`config.mk`:
```
export PLATFORM = sky130hd
export DESIGN_NAME = utf8_stream_validator_core_flat
export DESIGN_NICKNAME = d
export VERILOG_FILES = /design/src/rtl/u8v_pkg.sv /design/src/rtl/u8v_if.sv /design/src/rtl/u8v_step.sv /design/src/rtl/utf8_stream_validator_core.sv /design/src/flat_wrapper.sv
export SDC_FILE = /design/constraint.sdc
export NUM_CORES = 1
export LEC_CHECK = 0
export BUFFER_PORTS_ARGS = -buffer_cell sky130_fd_sc_hd__buf_2
export CORE_AREA = 2 2 50 52
export DETAILED_ROUTE_END_ITERATION = 8
export DIE_AREA = 0 0 52 54
export GPL_TIMING_DRIVEN = 0
export PLACE_DENSITY = 0.81
export SLEW_MARGIN = 20
export SYNTH_ARGS = -nofsm -noshare
export SYNTH_HDL_FRONTEND = slang
export SYNTH_HIERARCHICAL = 1
export SYNTH_SLANG_ARGS = --single-unit
```
`constraint.sdc`:
```
create_clock -name clk_i -period 3.5 [get_ports clk_i]
set_input_delay 0.175 -clock clk_i [delete_from_list [all_inputs] [get_ports clk_i]]
set_output_delay 0.175 -clock clk_i [all_outputs]
set_load 0.1 [all_outputs]
```
`src/rtl/u8v_pkg.sv`:
```
`default_nettype none

package u8v_pkg;

  typedef enum logic [1:0] {
    ERR_NONE     = 2'd0,
    ERR_LEAD     = 2'd1,
    ERR_CONT     = 2'd2,
    ERR_OVERLONG = 2'd3
  } u8v_err_e;

  // Pending test on the first continuation byte of a 3- or 4-byte form
  typedef enum logic [1:0] {
    CHK_NONE = 2'd0,
    CHK_3B   = 2'd1,
    CHK_4B   = 2'd2
  } u8v_chk_e;

  typedef struct packed {
    logic [1:0] cont_left;
    u8v_chk_e   second_chk;
    logic       overlong;
    u8v_err_e   first_err;
  } u8v_state_t;

  localparam u8v_state_t STATE_RESET = '{
    cont_left:  2'd0,
    second_chk: CHK_NONE,
    overlong:   1'b0,
    first_err:  ERR_NONE
  };

  typedef struct packed {
    logic     valid_res;
    u8v_err_e error_kind;
  } u8v_result_t;

endpackage

`default_nettype wire

```
`src/rtl/u8v_if.sv`:
```
`default_nettype none

interface u8v_byte_if;
  logic       valid;
  logic       ready;
  logic [7:0] data_byte;
  logic       last_byte;

  modport source (output valid, output data_byte, output last_byte, input ready);
  modport sink   (input valid, input data_byte, input last_byte, output ready);
endinterface

interface u8v_res_if;
  logic       valid;
  logic       ready;
  logic       valid_res;
  logic [1:0] error_kind;

  modport source (output valid, output valid_res, output error_kind, input ready);
  modport sink   (input valid, input valid_res, input error_kind, output ready);
endinterface

`default_nettype wire

```
`src/rtl/u8v_step.sv`:
```
`default_nettype none

module u8v_step (
  input  u8v_pkg::u8v_state_t  state_i,
  input  logic [7:0]           data_byte_i,
  input  logic                 last_byte_i,
  output u8v_pkg::u8v_state_t  state_o,
  output u8v_pkg::u8v_result_t result_o
);

  u8v_pkg::u8v_state_t nxt;
  logic [1:0]          cnt_dec;
  logic                ov;

  always_comb begin
    nxt     = state_i;
    cnt_dec = state_i.cont_left - 2'd1;
    ov      = state_i.overlong;

    if (state_i.first_err == u8v_pkg::ERR_NONE) begin
      if (state_i.cont_left != 2'd0) begin
        if (data_byte_i[7:6] != 2'b10) begin
          nxt            = u8v_pkg::STATE_RESET;
          nxt.first_err  = u8v_pkg::ERR_CONT;
        end else begin
          if (state_i.second_chk == u8v_pkg::CHK_3B && !data_byte_i[5]) begin
            ov = 1'b1;
          end
          if (state_i.second_chk == u8v_pkg::CHK_4B && data_byte_i[5:4] == 2'b00) begin
            ov = 1'b1;
          end
          nxt.second_chk = u8v_pkg::CHK_NONE;
          nxt.cont_left  = cnt_dec;
          nxt.overlong   = ov;
          // report overlong only once the sequence is complete
          if (cnt_dec == 2'd0 && ov) begin
            nxt           = u8v_pkg::STATE_RESET;
            nxt.first_err = u8v_pkg::ERR_OVERLONG;
          end
        end
      end else begin
        if (!data_byte_i[7]) begin
          nxt = state_i;
        end else if (data_byte_i[7:5] == 3'b110) begin
          nxt.cont_left = 2'd1;
          nxt.overlong  = (data_byte_i[4:1] == 4'd0);
        end else if (data_byte_i[7:4] == 4'b1110) begin
          nxt.cont_left  = 2'd2;
          nxt.second_chk = (data_byte_i[3:0] == 4'd0) ? u8v_pkg::CHK_3B : u8v_pkg::CHK_NONE;
        end else if (data_byte_i[7:3] == 5'b11110) begin
          nxt.cont_left  = 2'd3;
          nxt.second_chk = (data_byte_i[2:0] == 3'd0) ? u8v_pkg::CHK_4B : u8v_pkg::CHK_NONE;
        end else begin
          nxt.first_err = u8v_pkg::ERR_LEAD;
        end
      end
    end

    // truncated sequence at the end of the string
    if (last_byte_i && nxt.first_err == u8v_pkg::ERR_NONE && nxt.cont_left != 2'd0) begin
      nxt.first_err = u8v_pkg::ERR_CONT;
    end

    result_o.valid_res  = (nxt.first_err == u8v_pkg::ERR_NONE);
    result_o.error_kind = nxt.first_err;

    state_o = last_byte_i ? u8v_pkg::STATE_RESET : nxt;
  end

endmodule

`default_nettype wire

```
`src/rtl/utf8_stream_validator_core.sv`:
```
// UTF-8 stream checker, one byte per transfer.
// byte_i carries data_byte and last_byte; a string is any run of bytes
// closed by a transfer with last_byte set. res_o carries one result per
// string: valid_res and error_kind (none, bad lead, bad or missing
// continuation, overlong), the first error of the string.
// Throughput: one byte per cycle, sustained, while res_o is not stalled.
// A closing byte is taken into the input register stage and decoded there;
// its result is registered in the output stage, visible from then on.
// Bytes that do not close a string give no result and never wait on res_o.
// A stalled res_o holds its result; a closing byte then waits in the input
// register, and byte_i drops ready once that register cannot advance.
// Reset clears both register stages and the decode state, so the next byte
// starts a new string.
`default_nettype none

module utf8_stream_validator_core (
  input  logic       clk_i,
  input  logic       rst_ni,
  u8v_byte_if.sink   byte_i,
  u8v_res_if.source  res_o
);

  logic                 s1_valid_q;
  logic [7:0]           s1_byte_q;
  logic                 s1_last_q;
  u8v_pkg::u8v_state_t  state_q, state_d;
  u8v_pkg::u8v_result_t res_d, res_q;
  logic                 out_valid_q;
  logic                 out_free;
  logic                 s1_adv;

  assign out_free     = !out_valid_q || res_o.ready;
  assign s1_adv       = s1_valid_q && (!s1_last_q || out_free);
  assign byte_i.ready = !s1_valid_q || s1_adv;

  u8v_step u_step (
    .state_i     (state_q),
    .data_byte_i (s1_byte_q),
    .last_byte_i (s1_last_q),
    .state_o     (state_d),
    .result_o    (res_d)
  );

  always_ff @(posedge clk_i or negedge rst_ni) begin
    if (!rst_ni) begin
      s1_valid_q  <= 1'b0;
      state_q     <= u8v_pkg::STATE_RESET;
      out_valid_q <= 1'b0;
    end else begin
      if (byte_i.ready) begin
        s1_valid_q <= byte_i.valid;
      end
      if (s1_adv) begin
        state_q <= state_d;
      end
      // load a result on a closing byte, drop it once taken
      if (s1_adv && s1_last_q) begin
        out_valid_q <= 1'b1;
      end else if (res_o.ready) begin
        out_valid_q <= 1'b0;
      end
    end
  end

  always_ff @(posedge clk_i) begin
    if (byte_i.ready && byte_i.valid) begin
      s1_byte_q <= byte_i.data_byte;
      s1_last_q <= byte_i.last_byte;
    end
    if (s1_adv && s1_last_q) begin
      res_q <= res_d;
    end
  end

  assign res_o.valid      = out_valid_q;
  assign res_o.valid_res  = res_q.valid_res;
  assign res_o.error_kind = res_q.error_kind;

endmodule

`default_nettype wire
```
`src/flat_wrapper.sv`:
```
// flat-port wrapper written by rule: the top's interface ports become plain ports
module utf8_stream_validator_core_flat 
  (clk_i, rst_ni, byte_i_valid, byte_i_data_byte, byte_i_last_byte, byte_i_ready, res_o_valid, res_o_valid_res, res_o_error_kind, res_o_ready);
  u8v_byte_if byte_i_i ();
  u8v_res_if res_o_i ();
  input  logic clk_i;
  input  logic rst_ni;
  input wire logic [$bits(byte_i_i.valid)-1:0] byte_i_valid;
  input wire logic [$bits(byte_i_i.data_byte)-1:0] byte_i_data_byte;
  input wire logic [$bits(byte_i_i.last_byte)-1:0] byte_i_last_byte;
  output wire logic [$bits(byte_i_i.ready)-1:0] byte_i_ready;
  output wire logic [$bits(res_o_i.valid)-1:0] res_o_valid;
  output wire logic [$bits(res_o_i.valid_res)-1:0] res_o_valid_res;
  output wire logic [$bits(res_o_i.error_kind)-1:0] res_o_error_kind;
  input wire logic [$bits(res_o_i.ready)-1:0] res_o_ready;
  assign byte_i_i.valid = byte_i_valid;
  assign byte_i_i.data_byte = byte_i_data_byte;
  assign byte_i_i.last_byte = byte_i_last_byte;
  assign byte_i_ready = byte_i_i.ready;
  assign res_o_valid = res_o_i.valid;
  assign res_o_valid_res = res_o_i.valid_res;
  assign res_o_error_kind = res_o_i.error_kind;
  assign res_o_i.ready = res_o_ready;
  utf8_stream_validator_core u_core (.clk_i(clk_i), .rst_ni(rst_ni), .byte_i(byte_i_i), .res_o(res_o_i));
endmodule
```
==> flow_summary.toml <==
[finish]
syn_to_final_growth_pct = 12.1
drive_above_1_share = 0.283
fin_nets = 168
diodes = 0
design_area_mm2 = 0.00148

[synthesis]
mappedNetlistNets = 145
synth_cell_type_count = 39
synthArstFlopShare = 0.429
netlist_top_cells_count = "edfxtp_1, nand2_1, nand2b_1"
synth.largest_area_cell = "edfxtp_1"
synth_area_leaders = "edfxtp_1, dfrtp_1, o211ai_2"
syn_avg_cell_area_um2 = 10.1
syn_area_mm2 = 0.00132
synthFlopType = "edfxtp_1"
synthCells = 130
synth_warnings = 6
ys_ff_latch = 21
ys_seq_area_frac = 0.444
synth_edf_count = 12
synth_top_area_frac = 0.274

[sta]
max_freq_ghz = 0.443
fin_crit_sh = 0.645
period_needed_ns = 2.26
hold_violations = 0
tightest_slew_ns = 0.494
slew_violations = 0
setup_tns_ns = 0
setup_viol = 0
grt_setup_unrepaired = "false"
worst_slack_ns = 1.24
fin_skew_ns = 0.00119
maxSlewHeadroom = 0.668

[detailed_routing]
drt_iter0_drc = 33
ant_nets = 0
via_count = 1080
wl_per_cell_um = 14.9
drt-total-wl_um = 2710
drc = 0
via_per_inst = 5.93
drt_first_pass_iters = 4

[floorplan]
die_h_um = 54
die_w_um = 52
initial_utilization = 0.568
die_area_mm2 = 0.00281
io-pin-count = 18
num_rows = 18
core_mm2 = 0.00232

[critical_path]
worstSetupEndpoint = "u_core/res_o.error_kind[1]"
cp_top_family = "compound AO/OA/AOI/OAI gates"
critPathArrivalTime_ns = 2.32
critical_path_class = "register to register"
path_depth = 7
crit_buf_inv = 1
start_kind = "register"
reg2regPathDepth = 7
slowest_delay_ns = 0.50
r2r-end = "u_core/res_o.error_kind[1]"
cp-startpoint = "u_core/state_q[5]"
cp_max_fo = 8
cp-end-kind = "register"
r2r-start = "u_core/state_q[5]"
crit_required_ns = 3.56
slowest_stage = "dfrtp_1"
crit_path_cell_trace = "inv_1, ha_1, or3_1, o22ai_1, nor3_1, o311ai_2, o21ai_0"
r2r_slack_ns = 1.24

[clock_tree]
cts_buffer_depth = 2
clkTransAtPathRegs_ns = 0.11
cts_made_buffers = 3
htreeDepth = 1
cts_tree = "done"
clk-insertion-delay-late_ns = 0.30
cts.sinks = 21
cts-root-buf = "clkbuf_4"

[placement]
hpwl_um = 2020
place_worst_setup_slack_ns = 1.25
placed_area_mm2 = 0.00144
port_buffers = 17
gp_congestion = 0.970

[global_route]
antenna_found_initial = 0
grt_use_met2 = 0.395
grt.total_usage = 0.211
grt_pass1_vias = 1003
grt_util_met3 = 0.0333
grt.met1_usage = 0.243
grt_max_degree = 12
overflow = 0
grt_pass1_wl_um = 4270
busiest_layer = "met2"

[flow_run]
drv_cap = 0

[power_and_ir_drop]
ir_drop_uv = 338
total_power_uw = 855
p_per_area_mw_per_mm2 = 579
leakagePower_nw = 0.604

[status]
status = "finished, final reports clean"

[hold_path]
hold_class = "input pin to register"
==> metal layers <==
metal,vias to the layer above,wire (um)
met5,-,0
met4,0,15
met3,2,102
met2,31,1490
met1,520,1110
li1,527,-
==> sequential cells by signal (all words and copies together), names as in the netlist <==
signal	count
u_core/res_o.valid	1
u_core/s1_valid_q	1
u_core/res_o.valid_res	1
u_core/s1_byte_q	8
u_core/s1_last_q	1
u_core/state_q	7
u_core/res_o.error_kind	2
==> layout make-up <==
cell class	count	area, um^2
sequential	21	586
timing repair buffer	18	95.1
clock buffer	4	26.3
multi-input combinational	95	661
buffer	6	41.3
tap	30	37.5
inverter	8	30.0
fill	183	843
==> kinds of logic (layout without fill, tap and decap cells) <==
family          Yosys count  in the layout  share of synthesized area
buf+inv                  14             36                     0.0541
simple gates             64             64                      0.287
fa+ha+maj                 2              2                     0.0190
compound gates           28             28                      0.188
flops                    21             21                      0.444
mux                       1              1                    0.00760
==> through the flow <==
step	cells	hold WS, ns	utilization
after global placement	177	0.0332	0.621
after detailed placement	177	0.0379	0.621
after CTS	182	0.0302	0.636
after global routing	182	0.0244	0.636
final	182	0.0411	0.636
after floorplan	130	-0.121	-
==> power breakdown <==
part / switching, mW / internal [mW]
clock network: 0.0722 / 0.0444
registers: 0.0440 / 0.308
logic: 0.250 / 0.136
==> worst min-delay path by stage <==
stage,from,to,slack (ns),cells past startpoint
final,byte_i_last_byte,u_core/s1_last_q,0.04,1
after global routing,byte_i_data_byte[6],u_core/s1_byte_q[6],0.02,1
after CTS,byte_i_data_byte[6],u_core/s1_byte_q[6],0.03,1
after detailed placement,rst_ni,u_core/state_q[1],0.04,1
after global placement,rst_ni,u_core/state_q[0],0.03,1
after floorplan,rst_ni,u_core/res_o.valid,-0.12,0
==> worst reg2reg max path: stages (launching register included) <==
cell,delay (ns)
dfrtp_1,0.50
inv_1,0.08
ha_1,0.30
or3_1,0.45
o22ai_1,0.23
nor3_1,0.11
o311ai_2,0.25
o21ai_0,0.11
==> repair_timing <==
action	4_1_cts	5_1_grt
endpoints found under the hold margin	9	0
gates resized for setup	0	0
setup buffers	0	0
hold buffers	1	0
==> layout by cell type, fill, tap and decap left out, types with 2 or more instances in the layout <==
cell,count
nor2_1,9
a21oi_1,4
nor4_1,2
or2_2,4
clkbuf_1,2
buf_2,20
inv_1,8
nand2b_1,10
o211ai_2,7
nor3_1,6
ha_1,2
clkbuf_4,3
nand2_1,12
dfrtp_1,9
buf_6,2
or3_1,2
nand3_1,2
o21ai_0,7
edfxtp_1,12
nand4b_1,8
Note: power is estimated with default switching activity, not from simulation.
